`config.mk`:
```
export PLATFORM = sky130hd
export DESIGN_NAME = http_date_to_epoch_seconds
export DESIGN_NICKNAME = d
export VERILOG_FILES = /design/src/rtl/dte_pkg.sv /design/src/rtl/dte_front.sv /design/src/rtl/dte_queue.sv /design/src/rtl/dte_back.sv /design/src/rtl/http_date_to_epoch_seconds.sv
export VERILOG_INCLUDE_DIRS = /design/src /design/src/rtl
export SDC_FILE = /design/constraint.sdc
export NUM_CORES = 1
export LEC_CHECK = 0
export BUFFER_PORTS_ARGS = -buffer_cell sky130_fd_sc_hd__clkbuf_2
export CAP_MARGIN = 40
export CORE_MARGIN = 4
export CORE_UTILIZATION = 65
export CTS_CLUSTER_DIAMETER = 100
export DETAILED_ROUTE_END_ITERATION = 10
export MAX_ROUTING_LAYER = met4
export PLACE_DENSITY = 0.82
export RECOVER_POWER = 100
export SLEW_MARGIN = 20
export SYNTH_ARGS = -nofsm -noshare
export SYNTH_HDL_FRONTEND = slang
export SYNTH_SLANG_ARGS = --single-unit
```
`constraint.sdc`:
```
create_clock -name clock -period 13 [get_ports clock]
set_input_delay 1.3 -clock clock [delete_from_list [all_inputs] [get_ports clock]]
set_output_delay 1.3 -clock clock [all_outputs]
set_load 0.02 [all_outputs]
```
`src/rtl/assert_macros.svh`:
```
// Assertion helpers for the RTL. Bodies vanish in synthesis builds.
`ifndef ASSERT_MACROS_SVH
`define ASSERT_MACROS_SVH
`ifndef SYNTHESIS
// Same-cycle implication.
`define ASSERT_IMPL(label, clk, rst, ante, cons) \
   label: assert property (@(posedge clk) disable iff (rst) (ante) |-> (cons)) \
      else $error("same-cycle implication violated");
// Next-cycle implication.
`define ASSERT_NEXT(label, clk, rst, ante, cons) \
   label: assert property (@(posedge clk) disable iff (rst) (ante) |=> (cons)) \
      else $error("next-cycle implication violated");
`else
`define ASSERT_IMPL(label, clk, rst, ante, cons)
`define ASSERT_NEXT(label, clk, rst, ante, cons)
`endif
`endif

```
`src/rtl/dte_pkg.sv`:
```
package dte_pkg;

   // One parsed date string, as handed from the parser to the converter.
   typedef struct packed {
      logic        good;
      logic [13:0] year;
      logic [3:0]  month;
      logic [6:0]  day;
      logic [18:0] secs;
   } dte_rec_type;

   typedef struct packed {
      logic        valid;
      dte_rec_type rec;
   } dte_push_type;

   // Month codes, March first so leap days fall at the end of the count.
   localparam logic [3:0] MON_MAR = 4'd1;
   localparam logic [3:0] MON_APR = 4'd2;
   localparam logic [3:0] MON_MAY = 4'd3;
   localparam logic [3:0] MON_JUN = 4'd4;
   localparam logic [3:0] MON_JUL = 4'd5;
   localparam logic [3:0] MON_AUG = 4'd6;
   localparam logic [3:0] MON_SEP = 4'd7;
   localparam logic [3:0] MON_OCT = 4'd8;
   localparam logic [3:0] MON_NOV = 4'd9;
   localparam logic [3:0] MON_DEC = 4'd10;
   localparam logic [3:0] MON_JAN = 4'd11;
   localparam logic [3:0] MON_FEB = 4'd12;

   // Positions inside "hh:mm:ss " and inside a trailing 4-digit year.
   localparam logic [3:0] TIME_COLON_A  = 4'd2;
   localparam logic [3:0] TIME_COLON_B  = 4'd5;
   localparam logic [3:0] TIME_LAST_POS = 4'd8;
   localparam logic [3:0] YEAR_LAST_POS = 4'd3;

   localparam logic [34:0] EPOCH_OFFSET = 35'd60652800;
   localparam logic [16:0] SEC_PER_DAY  = 17'd86400;

   function automatic logic [7:0] third_letter(input logic [3:0] m);
      logic [7:0] r;
      unique case (m)
         MON_APR: r = "r";
         MON_AUG: r = "g";
         MON_SEP: r = "p";
         MON_OCT: r = "t";
         MON_NOV: r = "v";
         MON_DEC: r = "c";
         MON_JAN: r = "n";
         MON_FEB: r = "b";
         default: r = 8'h00;
      endcase
      return r;
   endfunction

   // floor(m * 520 / 17): days before month m from March, plus 30.
   function automatic logic [8:0] month_days(input logic [3:0] m);
      logic [8:0] r;
      unique case (m)
         4'd0:    r = 9'd0;
         4'd1:    r = 9'd30;
         4'd2:    r = 9'd61;
         4'd3:    r = 9'd91;
         4'd4:    r = 9'd122;
         4'd5:    r = 9'd152;
         4'd6:    r = 9'd183;
         4'd7:    r = 9'd214;
         4'd8:    r = 9'd244;
         4'd9:    r = 9'd275;
         4'd10:   r = 9'd305;
         4'd11:   r = 9'd336;
         4'd12:   r = 9'd367;
         4'd13:   r = 9'd397;
         4'd14:   r = 9'd428;
         default: r = 9'd458;
      endcase
      return r;
   endfunction

   // Seconds that one time digit adds at its position.
   function automatic logic [18:0] time_term(input logic [3:0] pos, input logic [3:0] d);
      logic [18:0] r;
      unique case (pos)
         4'd0:    r = 19'(d) * 19'd36000;
         4'd1:    r = 19'(d) * 19'd3600;
         4'd3:    r = 19'(d) * 19'd600;
         4'd4:    r = 19'(d) * 19'd60;
         4'd6:    r = 19'(d) * 19'd10;
         4'd7:    r = 19'(d);
         default: r = 19'd0;
      endcase
      return r;
   endfunction

endpackage

```
`src/rtl/dte_front.sv`:
```
module dte_front (
   input  logic                  clock,
   input  logic                  reset,
   input  logic                  req_valid,
   output logic                  req_ready,
   input  logic [7:0]            req_ch,
   input  logic                  req_last,
   input  logic                  q_full,
   output dte_pkg::dte_push_type push_o
);
   import dte_pkg::*;

   typedef enum logic [28:0] {
      S_WDAY    = 29'h0000001,
      S_LEAD    = 29'h0000002,
      S_DAY2    = 29'h0000004,
      S_DAYSEP  = 29'h0000008,
      S_MON1    = 29'h0000010,
      S_A2      = 29'h0000020,
      S_D2      = 29'h0000040,
      S_F2      = 29'h0000080,
      S_J2      = 29'h0000100,
      S_M2      = 29'h0000200,
      S_N2      = 29'h0000400,
      S_O2      = 29'h0000800,
      S_S2      = 29'h0001000,
      S_JU3     = 29'h0002000,
      S_MA3     = 29'h0004000,
      S_MLAST   = 29'h0008000,
      S_MSEP    = 29'h0010000,
      S_PRE     = 29'h0020000,
      S_PRE2    = 29'h0040000,
      S_ADAY2   = 29'h0080000,
      S_ADAYEND = 29'h0100000,
      S_YR2     = 29'h0200000,
      S_YR3     = 29'h0400000,
      S_YR4     = 29'h0800000,
      S_YREND   = 29'h1000000,
      S_TIME    = 29'h2000000,
      S_AYEAR   = 29'h4000000,
      S_DONE    = 29'h8000000,
      S_FAIL    = 29'h10000000
   } st_type;

   function automatic st_type month_first(input logic [7:0] c);
      st_type r;
      r = S_FAIL;
      if (c == "A") r = S_A2;
      if (c == "D") r = S_D2;
      if (c == "F") r = S_F2;
      if (c == "J") r = S_J2;
      if (c == "M") r = S_M2;
      if (c == "N") r = S_N2;
      if (c == "O") r = S_O2;
      if (c == "S") r = S_S2;
      return r;
   endfunction

   st_type      st_ff, st_in;
   logic [6:0]  day_ff, day_in;
   logic        dseen_ff, dseen_in;
   logic [3:0]  mon_ff, mon_in;
   logic [13:0] year_ff, year_in;
   logic        yseen_ff, yseen_in;
   logic [18:0] secs_ff, secs_in;
   logic [3:0]  pos_ff, pos_in;

   logic        acc, dig, sep;
   logic [3:0]  d;
   logic [6:0]  day_acc;
   logic [13:0] year_acc;

   assign req_ready = !q_full;
   assign acc       = req_valid && req_ready;
   assign dig       = (req_ch >= "0") && (req_ch <= "9");
   assign d         = req_ch[3:0];
   assign sep       = (req_ch == " ") || (req_ch == "-");
   assign day_acc   = 7'((10'(day_ff) * 10'd10) + 10'(d));
   assign year_acc  = 14'((18'(year_ff) * 18'd10) + 18'(d));

   always_comb begin
      st_in    = st_ff;
      day_in   = day_ff;
      dseen_in = dseen_ff;
      mon_in   = mon_ff;
      year_in  = year_ff;
      yseen_in = yseen_ff;
      secs_in  = secs_ff;
      pos_in   = pos_ff;
      push_o   = '0;
      if (acc) begin
         unique case (st_ff)
            S_WDAY: begin
               if (req_ch == " ") st_in = S_LEAD;
               else if (req_ch == 8'h00) st_in = S_FAIL;
            end
            S_LEAD: begin
               if (dig) begin
                  day_in   = 7'(d);
                  dseen_in = 1'b1;
                  st_in    = S_DAY2;
               end else begin
                  st_in = month_first(req_ch);
               end
            end
            S_DAY2: begin
               if (dig) begin
                  day_in = day_acc;
                  st_in  = S_DAYSEP;
               end else if (sep) st_in = S_MON1;
               else st_in = S_FAIL;
            end
            S_DAYSEP: st_in = sep ? S_MON1 : S_FAIL;
            S_MON1:   st_in = month_first(req_ch);
            S_A2: begin
               if (req_ch == "p") begin
                  mon_in = MON_APR;
                  st_in  = S_MLAST;
               end else if (req_ch == "u") begin
                  mon_in = MON_AUG;
                  st_in  = S_MLAST;
               end else st_in = S_FAIL;
            end
            S_D2: begin
               mon_in = MON_DEC;
               st_in  = (req_ch == "e") ? S_MLAST : S_FAIL;
            end
            S_F2: begin
               mon_in = MON_FEB;
               st_in  = (req_ch == "e") ? S_MLAST : S_FAIL;
            end
            S_N2: begin
               mon_in = MON_NOV;
               st_in  = (req_ch == "o") ? S_MLAST : S_FAIL;
            end
            S_O2: begin
               mon_in = MON_OCT;
               st_in  = (req_ch == "c") ? S_MLAST : S_FAIL;
            end
            S_S2: begin
               mon_in = MON_SEP;
               st_in  = (req_ch == "e") ? S_MLAST : S_FAIL;
            end
            S_J2: begin
               if (req_ch == "a") begin
                  mon_in = MON_JAN;
                  st_in  = S_MLAST;
               end else if (req_ch == "u") st_in = S_JU3;
               else st_in = S_FAIL;
            end
            S_M2: st_in = (req_ch == "a") ? S_MA3 : S_FAIL;
            S_JU3: begin
               if (req_ch == "n") begin
                  mon_in = MON_JUN;
                  st_in  = S_MSEP;
               end else if (req_ch == "l") begin
                  mon_in = MON_JUL;
                  st_in  = S_MSEP;
               end else st_in = S_FAIL;
            end
            S_MA3: begin
               if (req_ch == "r") begin
                  mon_in = MON_MAR;
                  st_in  = S_MSEP;
               end else if (req_ch == "y") begin
                  mon_in = MON_MAY;
                  st_in  = S_MSEP;
               end else st_in = S_FAIL;
            end
            S_MLAST: begin
               if ((third_letter(mon_ff) != 8'h00) && (req_ch == third_letter(mon_ff)))
                  st_in = S_MSEP;
               else
                  st_in = S_FAIL;
            end
            S_MSEP: st_in = sep ? S_PRE : S_FAIL;
            S_PRE, S_PRE2: begin
               if ((st_ff == S_PRE) && (req_ch == " ")) st_in = S_PRE2;
               else if (!dig) st_in = S_FAIL;
               else if (!dseen_ff) begin
                  day_in = 7'(d);
                  st_in  = S_ADAY2;
               end else begin
                  year_in  = 14'(d);
                  yseen_in = 1'b1;
                  st_in    = S_YR2;
               end
            end
            S_ADAY2: begin
               if (dig) begin
                  day_in = day_acc;
                  st_in  = S_ADAYEND;
               end else if (req_ch == " ") begin
                  pos_in = '0;
                  st_in  = S_TIME;
               end else st_in = S_FAIL;
            end
            S_YR2, S_YR3, S_YR4: begin
               if (dig) begin
                  year_in = year_acc;
                  priority if (st_ff == S_YR2) st_in = S_YR3;
                  else if (st_ff == S_YR3) st_in = S_YR4;
                  else st_in = S_YREND;
               end else if (req_ch == " ") begin
                  pos_in = '0;
                  st_in  = S_TIME;
               end else st_in = S_FAIL;
            end
            S_ADAYEND, S_YREND: begin
               pos_in = '0;
               st_in  = (req_ch == " ") ? S_TIME : S_FAIL;
            end
            S_TIME: begin
               priority if (pos_ff == TIME_LAST_POS) begin
                  pos_in = '0;
                  if (req_ch != " ") st_in = S_FAIL;
                  else st_in = yseen_ff ? S_DONE : S_AYEAR;
               end else if ((pos_ff == TIME_COLON_A) || (pos_ff == TIME_COLON_B)) begin
                  pos_in = pos_ff + 4'd1;
                  if (req_ch != ":") st_in = S_FAIL;
               end else begin
                  secs_in = secs_ff + time_term(pos_ff, d);
                  pos_in  = pos_ff + 4'd1;
                  if (!dig) st_in = S_FAIL;
               end
            end
            S_AYEAR: begin
               year_in = year_acc;
               pos_in  = pos_ff + 4'd1;
               if (!dig) st_in = S_FAIL;
               else if (pos_ff == YEAR_LAST_POS) st_in = S_DONE;
            end
            S_DONE, S_FAIL: st_in = st_ff;
            default: st_in = S_FAIL;
         endcase

         if (req_last) begin
            push_o.valid     = 1'b1;
            push_o.rec.good  = (st_in == S_DONE);
            push_o.rec.year  = year_in;
            push_o.rec.month = mon_in;
            push_o.rec.day   = day_in;
            push_o.rec.secs  = secs_in;
            st_in    = S_WDAY;
            day_in   = '0;
            dseen_in = 1'b0;
            mon_in   = '0;
            year_in  = '0;
            yseen_in = 1'b0;
            secs_in  = '0;
            pos_in   = '0;
         end
      end
   end

   always_ff @(posedge clock) begin
      if (reset) begin
         st_ff    <= S_WDAY;
         day_ff   <= '0;
         dseen_ff <= 1'b0;
         mon_ff   <= '0;
         year_ff  <= '0;
         yseen_ff <= 1'b0;
         secs_ff  <= '0;
         pos_ff   <= '0;
      end else begin
         st_ff    <= st_in;
         day_ff   <= day_in;
         dseen_ff <= dseen_in;
         mon_ff   <= mon_in;
         year_ff  <= year_in;
         yseen_ff <= yseen_in;
         secs_ff  <= secs_in;
         pos_ff   <= pos_in;
      end
   end

endmodule

```
`src/rtl/dte_queue.sv`:
```
module dte_queue (
   input  logic                  clock,
   input  logic                  reset,
   input  dte_pkg::dte_push_type push_i,
   output logic                  q_full,
   output logic                  q_valid,
   output dte_pkg::dte_rec_type  q_rec,
   input  logic                  q_pop
);
   import dte_pkg::*;

   dte_rec_type mem_ff [2];
   logic        wr_ptr_ff, wr_ptr_in;
   logic        rd_ptr_ff, rd_ptr_in;
   logic [1:0]  cnt_ff, cnt_in;

   assign q_full  = (cnt_ff == 2'd2);
   assign q_valid = (cnt_ff != 2'd0);
   assign q_rec   = mem_ff[rd_ptr_ff];

   always_comb begin
      wr_ptr_in = wr_ptr_ff;
      rd_ptr_in = rd_ptr_ff;
      cnt_in    = cnt_ff;
      if (push_i.valid) begin
         wr_ptr_in = !wr_ptr_ff;
      end
      if (q_pop) begin
         rd_ptr_in = !rd_ptr_ff;
      end
      unique case ({push_i.valid, q_pop})
         2'b10:   cnt_in = cnt_ff + 2'd1;
         2'b01:   cnt_in = cnt_ff - 2'd1;
         default: cnt_in = cnt_ff;
      endcase
   end

   always_ff @(posedge clock) begin
      if (push_i.valid) begin
         mem_ff[wr_ptr_ff] <= push_i.rec;
      end
   end

   always_ff @(posedge clock) begin
      if (reset) begin
         wr_ptr_ff <= 1'b0;
         rd_ptr_ff <= 1'b0;
         cnt_ff    <= '0;
      end else begin
         wr_ptr_ff <= wr_ptr_in;
         rd_ptr_ff <= rd_ptr_in;
         cnt_ff    <= cnt_in;
      end
   end

endmodule

```
`src/rtl/dte_back.sv`:
```
module dte_back (
   input  logic                 clock,
   input  logic                 reset,
   input  logic                 q_valid,
   input  dte_pkg::dte_rec_type q_rec,
   output logic                 q_pop,
   output logic                 rsp_valid,
   input  logic                 rsp_ready,
   output logic [31:0]          rsp_epoch_seconds,
   output logic                 rsp_ok
);
   import dte_pkg::*;

   typedef enum logic [3:0] {
      B_IDLE = 4'b0001,
      B_DAYS = 4'b0010,
      B_MUL  = 4'b0100,
      B_SUM  = 4'b1000
   } bst_type;

   bst_type     st_ff, st_in;
   dte_rec_type rec_ff;
   logic        good_ff;
   logic [15:0] days_ff;
   logic [32:0] prod_ff;
   logic        vld_ff, vld_in;
   logic [31:0] epoch_ff;
   logic        ok_ff;

   logic        in_range;
   logic [6:0]  yadj, ymon;
   logic [15:0] days_calc;
   logic [34:0] total;
   logic        total_ok;
   logic        out_free;

   // Fold the year to a March-based count that starts at 1968.
   always_comb begin
      in_range = 1'b1;
      yadj     = '0;
      priority if (rec_ff.year < 14'd70) yadj = 7'(rec_ff.year + 14'd32);
      else if (rec_ff.year < 14'd100) yadj = 7'(rec_ff.year - 14'd68);
      else if (rec_ff.year < 14'd1970) in_range = 1'b0;
      else if (rec_ff.year < 14'd2040) yadj = 7'(rec_ff.year - 14'd1968);
      else in_range = 1'b0;
      ymon = (rec_ff.month > MON_DEC) ? (yadj - 7'd1) : yadj;
      days_calc = (16'(ymon) * 16'd365) + 16'(ymon[6:2])
                + 16'(month_days(rec_ff.month)) + 16'(rec_ff.day);
   end

   assign total    = 35'(prod_ff) + 35'(rec_ff.secs) - EPOCH_OFFSET;
   assign total_ok = !total[34] && (total[33:32] == 2'b00);
   assign out_free = !vld_ff || rsp_ready;
   assign q_pop    = (st_ff == B_IDLE) && q_valid;

   always_comb begin
      st_in  = st_ff;
      vld_in = vld_ff && !rsp_ready;
      unique case (st_ff)
         B_IDLE: if (q_valid) st_in = B_DAYS;
         B_DAYS: st_in = B_MUL;
         B_MUL:  st_in = B_SUM;
         B_SUM: begin
            if (out_free) begin
               vld_in = 1'b1;
               st_in  = B_IDLE;
            end
         end
         default: st_in = B_IDLE;
      endcase
   end

   always_ff @(posedge clock) begin
      if (q_pop) begin
         rec_ff <= q_rec;
      end
      if (st_ff == B_DAYS) begin
         days_ff <= days_calc;
         good_ff <= rec_ff.good && in_range;
      end
      if (st_ff == B_MUL) begin
         prod_ff <= 33'(days_ff) * 33'(SEC_PER_DAY);
      end
      if ((st_ff == B_SUM) && out_free) begin
         ok_ff    <= good_ff && total_ok;
         epoch_ff <= (good_ff && total_ok) ? total[31:0] : '0;
      end
   end

   always_ff @(posedge clock) begin
      if (reset) begin
         st_ff  <= B_IDLE;
         vld_ff <= 1'b0;
      end else begin
         st_ff  <= st_in;
         vld_ff <= vld_in;
      end
   end

   assign rsp_valid         = vld_ff;
   assign rsp_epoch_seconds = epoch_ff;
   assign rsp_ok            = ok_ff;

endmodule

```
`src/rtl/http_date_to_epoch_seconds.sv`:
```
// HTTP date to Unix seconds.
// Request channel (req_valid/req_ready): one ASCII byte per request in req_ch,
// with req_last high on the final byte of the date string. The parser takes
// one request per cycle; req_ready drops only while two finished strings wait
// in the two-entry queue between the parser and the converter.
// Response channel (rsp_valid/rsp_ready): one response per string, issued for
// the request that carries req_last. rsp_ok is 1 when the date parsed and
// falls in 1970..2039, or has a two-digit year (00..69 read as 2000..2069);
// otherwise rsp_epoch_seconds is 0. When idle, the converter pops the record
// of a finished string, then runs day count, day-to-seconds multiply and
// final sum in turn; it pops the next record only after the sum, while the
// parser goes on taking the bytes of later strings.
// Stall: a held response parks in the output register; the converter waits
// behind it, the queue fills, and then req_ready falls.
// Reset (synchronous, active high): drop any partial string, empty the queue,
// and clear the pending response.
`include "assert_macros.svh"

module http_date_to_epoch_seconds (
   input  logic        clock,
   input  logic        reset,
   input  logic        req_valid,
   output logic        req_ready,
   input  logic [7:0]  req_ch,
   input  logic        req_last,
   output logic        rsp_valid,
   input  logic        rsp_ready,
   output logic [31:0] rsp_epoch_seconds,
   output logic        rsp_ok
);
   import dte_pkg::*;

   dte_push_type push;
   dte_rec_type  q_rec;
   logic         q_full;
   logic         q_valid;
   logic         q_pop;

   // Parse the byte stream; emit one record per string.
   dte_front u_front (
      .clock     (clock),
      .reset     (reset),
      .req_valid (req_valid),
      .req_ready (req_ready),
      .req_ch    (req_ch),
      .req_last  (req_last),
      .q_full    (q_full),
      .push_o    (push)
   );

   // Hold finished records so parsing and conversion stall independently.
   dte_queue u_queue (
      .clock   (clock),
      .reset   (reset),
      .push_i  (push),
      .q_full  (q_full),
      .q_valid (q_valid),
      .q_rec   (q_rec),
      .q_pop   (q_pop)
   );

   // Convert day, month, year and time into seconds since the epoch.
   dte_back u_back (
      .clock             (clock),
      .reset             (reset),
      .q_valid           (q_valid),
      .q_rec             (q_rec),
      .q_pop             (q_pop),
      .rsp_valid         (rsp_valid),
      .rsp_ready         (rsp_ready),
      .rsp_epoch_seconds (rsp_epoch_seconds),
      .rsp_ok            (rsp_ok)
   );

   `ASSERT_IMPL(a_no_push_when_full, clock, reset, q_full, !push.valid)
   `ASSERT_IMPL(a_no_pop_when_empty, clock, reset, !q_valid, !q_pop)
   `ASSERT_NEXT(a_pop_spacing, clock, reset, q_pop, !q_pop)
   `ASSERT_IMPL(a_fail_gives_zero, clock, reset, rsp_valid && !rsp_ok, rsp_epoch_seconds == '0)

endmodule
```
# Word-level counts from Yosys, hierarchy flattened
# Memories as Yosys holds them, arrays and structs flattened. A register that Yosys moved wholly into a read port is not among the register bits.
# Cells that the tools add are included.
# totals
reg_bits	164
mem_bits_rw	90
mem_bits_ro	368
inputBits	13
out_inout_bits	35
word_cells	284
memories	4
# classes
add_sub_neg	15
multipliers	9
magnitude_cmp	7
n_eq_ne	73
n_mux	117
reduce_logical	41
# mem_list
memory	depth	width	rd	rd_ports_with_merged_regs	write_ports	line_no	rtl
(name not given)	16	9	1	0	0	dte_pkg.sv:59	unique case (m)
(name not given)	16	7	1	1	0	dte_pkg.sv:42	unique case (m)
(name not given)	16	7	1	1	0	dte_pkg.sv:42	
u_queue.mem_ff	2	45	1	1	1	dte_queue.sv:12	dte_rec_type mem_ff [2];
# op_table
operator	count
29-bit two-way mux	42
29-bit one-hot mux with 22 select lines	1
19-bit two-way mux	8
8-bit by 7-bit equality test with 1-bit output, second input constant	18
19-bit one-hot mux with 6 select lines	1
46-bit two-way mux	2
7-bit two-way mux	11
4-bit two-way mux	18
14-bit two-way mux	5
29-bit by 28-bit equality test with 1-bit output, second input constant	2
14-bit one-hot mux with 3 select lines	1
4-bit one-hot mux with 9 select lines	1
35-bit by 26-bit subtractor with 35-bit output, second input constant	1
33-bit by 19-bit adder with 34-bit output	1
8-bit two-way mux	4
4-bit one-hot mux with 4 select lines	2
29-bit by 1-bit equality test with 1-bit output, second input constant	1
29-bit by 10-bit equality test with 1-bit output, second input constant	1
29-bit by 11-bit equality test with 1-bit output, second input constant	1
29-bit by 12-bit equality test with 1-bit output, second input constant	1
29-bit by 13-bit equality test with 1-bit output, second input constant	1
29-bit by 14-bit equality test with 1-bit output, second input constant	1
29-bit by 15-bit equality test with 1-bit output, second input constant	1
29-bit by 16-bit equality test with 1-bit output, second input constant	1
other kinds (82)	136

# Depth between registers and ports, before layout
# Gate-level depths: netlist (run 1).
# logic_depth
ltp_word	17
mapped_depth	32
ltp_nobuf	32

# Cells and area by module
# Synthesis (run 1) repeated with hierarchy kept, for this count alone.
# hier_totals
cells_unflattened	2469
hier_area_um2	24159.4
# by_module_without_submodules
module	n_inst	cells_per_inst	area_per_inst_um2	seq_area_each_um2
dte_back	1	1099	11542.3	3913.8
dte_front	1	1208	9170.0	1701.6
dte_queue	1	162	3447.1	2802.7

# Worst setup path before layout (run 1)
# OpenSTA, ideal clock, no wires.
# synth_path
path_kind	register to register
start	register u_back.rec_ff[34] (netlist name)
end	register u_back.days_ff[15] (data pin)
setup_ns	0.258
arrival_ns	6.746
t_required_ns	12.742
path_slack_ns	5.996
path_stages_with_launch	33
path_buffers	0
period_less_slack_ns	7.004
cell_sequence	edfxtp_1 -> inv_1 -> ha_1 -> inv_1 -> o21ai_0 -> a21oi_1 -> nor2_1 -> nand2_1 -> nand2_1 -> ha_1 -> nand2_1 -> or4_1 -> xor2_1 -> inv_1 -> fa_1 -> inv_1 -> ha_1 -> ha_1 -> inv_1 -> fa_1 -> inv_1 -> ha_1 -> fa_1 -> a21o_1 -> a21oi_1 -> o21bai_1 -> a21oi_1 -> o21bai_1 -> a211o_1 -> a2111oi_0 -> o31ai_1 -> a21oi_1 -> xnor2_1
# synth_between
elab_chain_len	11
word_cells_on_any_way	17
cone_classes	7 x add/sub; 1 x mul; 4 x order compare; 5 x mux
# synth_rtl
item	line_no	rtl
14-bit by 11-bit < comparator with 1-bit output / 7-bit by 6-bit subtractor with 7-bit output (equally long branches)	dte_back.sv:44	else if (rec_ff.year < 14'd2040) yadj = 7'(rec_ff.year - 14'd1968);
7-bit two-way mux	dte_back.sv:44	
7-bit two-way mux	dte_back.sv:43	else if (rec_ff.year < 14'd1970) in_range = 1'b0;
7-bit two-way mux	dte_back.sv:42	else if (rec_ff.year < 14'd100) yadj = 7'(rec_ff.year - 14'd68);
7-bit two-way mux (*)	dte_back.sv:41	priority if (rec_ff.year < 14'd70) yadj = 7'(rec_ff.year + 14'd32);
7-bit by 1-bit subtractor with 7-bit output	dte_back.sv:46	ymon = (rec_ff.month > MON_DEC) ? (yadj - 7'd1) : yadj;
7-bit two-way mux (*)	dte_back.sv:46	
7-bit by 9-bit multiplier with 16-bit output	dte_back.sv:47	days_calc = (16'(ymon) * 16'd365) + 16'(ymon[6:2])
16-bit by 5-bit adder with 16-bit output (*)	dte_back.sv:47	
16-bit by 9-bit adder with 16-bit output (*)	dte_back.sv:48	+ 16'(month_days(rec_ff.month)) + 16'(rec_ff.day);
16-bit by 7-bit adder with 16-bit output (*)	dte_back.sv:48	
net u_back.days_calc[15]	dte_back.sv:32	logic [15:0] days_calc;
end signal, assigned	dte_back.sv:78	days_ff <= days_calc;
end, declared	dte_back.sv:24	logic [15:0] days_ff;
# Mark *: on every way through the listed nets, which the timed path passes. The rest lies on a longest branch.
# A chain may end at the register's enable or synchronous reset.

# Worst setup path in the final report (run 1)
# layout_path
start	register u_back.rec_ff[32] (netlist name)
end	register u_back.days_ff[15] (data pin)
# layout_between
elab_chain_len	11
word_cells_on_any_way	17
cone_classes	7 x add/sub; 1 x mul; 4 x order compare; 5 x mux
# layout_rtl
item	line_no
14-bit by 11-bit < comparator with 1-bit output / 7-bit by 6-bit subtractor with 7-bit output (equally long branches)	dte_back.sv:44
7-bit two-way mux	dte_back.sv:44
7-bit two-way mux	dte_back.sv:43
7-bit two-way mux	dte_back.sv:42
7-bit two-way mux (*)	dte_back.sv:41
7-bit by 1-bit subtractor with 7-bit output	dte_back.sv:46
7-bit two-way mux (*)	dte_back.sv:46
7-bit by 9-bit multiplier with 16-bit output	dte_back.sv:47
16-bit by 5-bit adder with 16-bit output (*)	dte_back.sv:47
16-bit by 9-bit adder with 16-bit output (*)	dte_back.sv:48
16-bit by 7-bit adder with 16-bit output (*)	dte_back.sv:48
net u_back.days_calc[15]	dte_back.sv:32
# Marked as above.

==> results.json, run 1 <==
{
  "die-area_sq_um": 38500,
  "portBuffers": 47,
  "maxCapViolCount": 7,
  "drt-pass1-iter-count": 8,
  "synth_warnings": 0,
  "insertion_delay_ps": 530,
  "path_clk_slew_ps": 70,
  "routed-via-count": 17800,
  "first_global_vias": 17700,
  "min-delay-start": "u_front.year_ff[13]$_SDFFE_PP0P_",
  "gp_congestion": 1.02,
  "drt-vias-per-instance": 6.20,
  "first_iter_violations": 1264,
  "r2r_cells": 31,
  "crit_path_end_kind": "register",
  "tritoncts": "yes",
  "synth_top_area_cell": "edfxtp_1",
  "hold_viol_final": 0,
  "busiest_layer": "met2",
  "synthTopCellsByArea": "edfxtp_1 (28%), ha_1 (14%), dfxtp_1 (8.2%), fa_1 (6.6%), xnor2_1 (3.7%)",
  "arrival_ps": 8180,
  "placementRows": 68,
  "cts.sinks": 305,
  "synth-async-reset-ratio_pct": 0,
  "critPathMaxStageDelay_ps": 570,
  "synthesis.nets": 2714,
  "synth_edf_count": 211,
  "area_delta_synth_final_pct": 7.04,
  "drc_errors": 0,
  "use_met2_pct": 47.9,
  "drv_slew": 256,
  "wirelength_um": 53600,
  "grt_setup_unrepaired": "false",
  "worst_path_most_repeated_cell": "inv_1",
  "antenna_cells": 0,
  "max_freq_mhz": 126,
  "post_cts_buffers": 0,
  "core_sq_um": 34700,
  "violations": "capacitance limit, slew limit",
  "pre_cts_slack_ps": 5150,
  "crit_fanout": 6,
  "cts-buffers-inserted": 34,
  "yosysSeqAreaShare_pct": 35.7,
  "tns_ps": 0,
  "avgSynthCellArea_sq_um": 9.73,
  "synth_top_area_share_pct": 27.5,
  "min_path_type": "register to register",
  "fin_crit_sh_pct": 61.0,
  "fin_nets": 2742,
  "synth_cell_types": 90,
  "ff2ff_setup_slack_ps": 5070,
  "min_period_ps": 7930,
  "synth_area_sq_um": 23000,
  "grt_max_degree": 65,
  "grtUsageMet1_pct": 37.2,
  "use_met3_pct": 3.25,
  "fillers": 2520,
  "setup_violations": 0,
  "clock_skew_ps": 23.6,
  "hold_path_end": "u_front.year_ff[13]$_SDFFE_PP0P_",
  "grt_first_pass_wirelength_um": 88800,
  "drtAntennaViolNets": 0,
  "grt_usage_pct": 28.6,
  "postCtsHoldBufs": 0,
  "regArea_sq_um": 8220,
  "dp_hpwl_um": 40100,
  "wl_per_cell_um": 18.6,
  "timing.rr.end": "u_back.days_ff[15]$_DFFE_PN_",
  "critPathLaunchType": "register",
  "reg2reg_from": "u_back.rec_ff[32]$_DFFE_PP_",
  "setup_ws_ps": 5070,
  "worst_pin_slew_ps": 3010,
  "htree_levels": 2,
  "synth-seq-cells": 305,
  "drive_gt1_share_pct": 5.95,
  "slowest_stage": "a2111oi_0",
  "status": "finished, violations left",
  "cp_data_required_time_ps": 13250,
  "die_h_um": 196,
  "clockRootBuffer": "clkbuf_16",
  "syn_inst": 2366,
  "path_class": "register to register",
  "ys.flop_type": "edfxtp_1",
  "gr-total-overflow": 0,
  "cts_resized": 0,
  "antenna_found_initial": 0,
  "io_pins": 48,
  "initial_core_util_pct": 66.3,
  "hold-path-cell-count": 1,
  "slew_headroom_pct": -100,
  "clockBufferDepth": 3,
  "multi_input_area_sq_um": 13700,
  "die_x_um": 196
}
[metal layers]
metal	share of wire [%]	wire length (um)	vias up
met2	49	26300	615
met1	43	23100	8564
li1	-	-	8543
met3	5.1	2760	105
met5	0	0	-
met4	2.7	1420	0
[worst max-delay path, delay by kind of cell (launching register included)]
kind	cells	cell delay, ps
XOR/XNOR	2	450
AND/OR/NAND/NOR	4	900
adder cells (fa/ha/maj)	8	2830
flip-flops	1	420
buffers and inverters	6	460
AO/OA/AOI/OAI	11	2620
[cell type report]
class                      count  share of cell area, %
multi-input combinational   1766                   55.4
clock inverter                20                  0.716
sequential                   305                   33.3
timing repair buffer          69                   1.20
inverter                     218                   3.32
tap                          455                   2.31
clock buffer                  41                   3.69
[cell usage after synthesis (10+ instances only)]
| cell type | number |
|---|---|
| o21bai_1 | 18 |
| a22oi_1 | 44 |
| and2_1 | 24 |
| inv_1 | 216 |
| nor3_1 | 45 |
| fa_1 | 76 |
| a211oi_1 | 16 |
| o21a_1 | 17 |
| a32oi_1 | 12 |
| nor2b_1 | 32 |
| dfxtp_1 | 94 |
| o21ai_0 | 69 |
| mux2_2 | 47 |
| o211ai_1 | 10 |
| nor4_1 | 14 |
| and3_1 | 19 |
| a21oi_1 | 149 |
| xor2_1 | 62 |
| xnor2_1 | 98 |
| a21o_1 | 33 |
| edfxtp_1 | 211 |
| nand3b_1 | 10 |
| nor2_1 | 224 |
| nand3_1 | 45 |
| or2_2 | 12 |
| ha_1 | 259 |
| a31oi_1 | 19 |
| nand2_1 | 169 |
| clkbuf_1 | 67 |
| nand2b_1 | 30 |
| nand4_1 | 21 |
[state kept, by name, indices dropped and copies added, names as in the netlist, 7 cells and up, named ones only]
register,cells
u_queue.mem_ff,90
u_front.st_ff,29
u_front.secs_ff,19
u_front.year_ff,14
u_back.rsp_epoch_seconds,32
u_back.prod_ff,26
u_front.day_ff,7
u_back.rec_ff,45
u_back.days_ff,16
[layout by cell type, fill, tap and decap left out, drive strengths merged, types with 10 or more instances in the layout]
| cell type | synthesis | routed |
|---|---|---|
| a21oi | 150 | 150 |
| o21a | 17 | 17 |
| xnor2 | 98 | 98 |
| and2 | 25 | 25 |
| nor2b | 32 | 32 |
| xor2 | 62 | 62 |
| inv | 218 | 219 |
| a32oi | 12 | 12 |
| nor3 | 45 | 45 |
| fa | 76 | 76 |
| a21o | 33 | 33 |
| mux2 | 47 | 47 |
| edfxtp | 211 | 211 |
| nand4 | 21 | 21 |
| o21bai | 18 | 18 |
| o21ai | 78 | 78 |
| nand3b | 10 | 10 |
| a22oi | 44 | 44 |
| or2 | 13 | 13 |
| nand2 | 169 | 169 |
| nor4 | 16 | 16 |
| o211ai | 10 | 10 |
| nor2 | 224 | 224 |
| nand2b | 30 | 30 |
| and3 | 19 | 19 |
| clkbuf | 67 | 101 |
| clkinv | 0 | 14 |
| a211oi | 19 | 19 |
| dfxtp | 94 | 94 |
| ha | 259 | 259 |
| a31oi | 19 | 19 |
| nand3 | 45 | 45 |
[worst max-delay path by stage]
stage | start | endpoint
3_5_place_dp | u_back.rec_ff[32]$_DFFE_PP_ | u_back.days_ff[15]$_DFFE_PN_
2_1_floorplan | u_back.rec_ff[34]$_DFFE_PP_ | u_back.days_ff[15]$_DFFE_PN_
6_report | u_back.rec_ff[32]$_DFFE_PP_ | u_back.days_ff[15]$_DFFE_PN_
5_1_grt | u_back.rec_ff[34]$_DFFE_PP_ | u_back.days_ff[15]$_DFFE_PN_
4_1_cts | u_back.rec_ff[32]$_DFFE_PP_ | u_back.days_ff[15]$_DFFE_PN_
3_3_place_gp | u_back.rec_ff[34]$_DFFE_PP_ | u_back.days_ff[15]$_DFFE_PN_
[logic make-up (layout without fill, tap and decap cells)]
family | Yosys count | after routing | share of synthesized area, %
xor gates and xnor gates | 161 | 161 | 6.18
AOI/OAI and AO/OA | 507 | 507 | 14.7
buffers and inverters | 295 | 348 | 4.87
adders and majority gates | 335 | 335 | 20.7
muxes | 57 | 57 | 2.79
DFF | 305 | 305 | 35.7
and+or+nand+nor | 706 | 706 | 15.1
[through the flow]
stage	area [sq um]	instances	utilization, %	hold WS, ps
2_1_floorplan	23000	2366	-	434
3_3_place_gp	23600	2802	68.1	439
3_5_place_dp	23700	2809	68.3	450
4_1_cts	24800	2870	71.4	465
5_1_grt	24600	2874	71.0	485
6_report	24600	2874	71.0	469
Power of run 1 is left out: the tool's default activity adds up to more than one toggle a clock period on the data nets, which glitch-free logic cannot reach.
==> inputs of run 2 (changes only) <==
--- a/config.mk
+++ b/config.mk
@@ -9,11 +9,11 @@
 export BUFFER_PORTS_ARGS = -buffer_cell sky130_fd_sc_hd__clkbuf_2
 export CAP_MARGIN = 40
 export CORE_MARGIN = 4
-export CORE_UTILIZATION = 65
+export CORE_UTILIZATION = 58
 export CTS_CLUSTER_DIAMETER = 100
 export DETAILED_ROUTE_END_ITERATION = 10
 export MAX_ROUTING_LAYER = met4
-export PLACE_DENSITY = 0.82
+export PLACE_DENSITY = 0.78
 export RECOVER_POWER = 100
 export SLEW_MARGIN = 20
 export SYNTH_ARGS = -nofsm -noshare
==> constraint.sdc (replaced) <==
create_clock -name clock -period 6.6 [get_ports clock]
set_input_delay 0.66 -clock clock [delete_from_list [all_inputs] [get_ports clock]]
set_output_delay 0.66 -clock clock [all_outputs]
set_load 0.02 [all_outputs]
==> results.json, run 2 (synthesis gave the netlist of run 1 again) <==
{
  "finalNonFillerCells": 3012,
  "drive_gt1_share_pct": 12.1,
  "min_path_type": "register to register",
  "clock_skew_ps": 26.1,
  "core_sq_um": 38900,
  "area_delta_synth_final_pct": 12.4,
  "die_x_um": 207,
  "critical_path_buf_inv_count": 5,
  "fin_crit_sh_pct": 104,
  "crit_fanout": 4,
  "critPathLaunchType": "register",
  "fillers": 2997,
  "die-area_sq_um": 43000,
  "portBuffers": 47,
  "first_global_vias": 18200,
  "multi_input_area_sq_um": 14100,
  "fin_nets": 2815,
  "antenna_found_initial": 0,
  "max_freq_mhz": 146,
  "cts.sinks": 305,
  "regArea_sq_um": 8220,
  "antenna_cells": 0,
  "grt_setup_unrepaired": "true",
  "routed-via-count": 18200,
  "grt_first_pass_wirelength_um": 90400,
  "worst_pin_slew_ps": 2920,
  "cts-buffers-inserted": 35,
  "path_class": "register to register",
  "setup_ws_ps": -248,
  "wirelength_um": 56300,
  "dp_hpwl_um": 41100,
  "path_clk_slew_ps": 60,
  "cp_data_required_time_ps": 6880,
  "slew_headroom_pct": -94.8,
  "placedCellCount": 2916,
  "grt_usage_pct": 25.7,
  "initial_core_util_pct": 59.2,
  "drt-pass1-iter-count": 11,
  "final_cell_mix": "ha_1 (240), nor2_1 (218), edfxtp_1 (211)",
  "critPathMaxStageDelay_ps": 560,
  "grt_max_degree": 61,
  "gp_congestion": 0.978,
  "status": "finished, violations left",
  "postCtsHoldBufs": 0,
  "gr-total-overflow": 0,
  "insertion_delay_ps": 550,
  "clockBufferDepth": 3,
  "tritoncts": "yes",
  "cp_num_cells": 32,
  "htree_levels": 2,
  "crit_path_end_kind": "register",
  "violations": "DRC, capacitance limit, slew limit, setup timing",
  "die_h_um": 207,
  "cp_top_family": "adder cells",
  "first_iter_violations": 1295,
  "drc_errors": 3,
  "slowest_stage": "fa_1",
  "top_register": "u_queue.mem_ff",
  "hold_viol_final": 0,
  "clockRootBuffer": "clkbuf_16",
  "setup_violations": 2,
  "largest_register_ffs": 90,
  "drv_slew": 158,
  "maxCapViolCount": 4,
  "min_period_ps": 6850,
  "io_pins": 48,
  "drt-vias-per-instance": 6.05,
  "arrival_ps": 7130,
  "drtAntennaViolNets": 0,
  "hold-path-cell-count": 1,
  "placementRows": 72,
  "final_common_cell": "ha_1",
  "r2r_cells": 32,
  "wl_per_cell_um": 18.7,
  "worst_path_most_repeated_cell": "inv_2"
}
## run 2: cell types whose count changed in the layout (fill, tap and decap cells not counted), moves of 8 or more
cell	delta
clkbuf_1	-8
buf_4	+79
inv_2	+12
and2_1	+9
and2_0	-10
ha_1	-19
a21oi_1	-8
inv_1	-11
ha_4	+14
## run 2: worst reg2reg max path, delay by kind of cell, from the launching register on
family,cells,cell delay (ps)
and+or+nand+nor,5,920
DFF,1,410
buffers and inverters,5,370
adders and majority gates,8,2580
xor gates and xnor gates,2,260
AOI/OAI and AO/OA,12,2090
## run 2: per-stage QoR
stage | setup WS (ps) | hold slack, ps | instance area (sq um) | utilization [%] | setup TNS, ps
global placement | -80.5 | 438 | 24100 | 61.9 | -80.5
global route | -466 | 488 | 25900 | 66.5 | -1110
CTS | -248 | 462 | 25600 | 65.8 | -421
finish | -248 | 459 | 25900 | 66.5 | -439
floorplan | 13.1 | 434 | 23100 | - | 0
detailed placement | -324 | 448 | 24200 | 62.1 | -625
## run 2: cell type report
class	instances	share of cell area [%]
inverter	218	3.16
tap	518	2.50
clock buffer	44	3.60
timing repair buffer	141	3.43
multi-input combinational	1766	54.6
clock inverter	20	0.904
sequential	305	31.8
## run 2: final timing paths
path                                         start                               end  slack [ps]
setup / recovery       u_back.rec_ff[33]$_DFFE_PP_      u_back.days_ff[15]$_DFFE_PN_        -250
hold / removal    u_front.year_ff[13]$_SDFFE_PP0P_  u_front.year_ff[13]$_SDFFE_PP0P_         460
setup reg to reg       u_back.rec_ff[33]$_DFFE_PP_      u_back.days_ff[15]$_DFFE_PN_        -250
hold reg to reg   u_front.year_ff[13]$_SDFFE_PP0P_  u_front.year_ff[13]$_SDFFE_PP0P_         460
## run 2: layer usage
metal  GRT usage, %  vias up  share of wire (%)  wire length, um
li1               -     8688                  -                -
met1           31.7     8744                 42            23500
met2           44.1      620                 50            28000
met3           2.69      160                4.9             2760
met4           9.44        0                3.6             2050
met5              -        -                  0                0
## run 2: repair_timing
action / 4_1_cts / 5_1_grt
endpoints found under the hold margin: 0 / 0
buffers inserted: 19 / 13
gates resized for setup: 25 / 51
setup endpoints to repair: 3 / 6
pin swaps: 29 / 38
Power of run 2 is left out for the same reason.
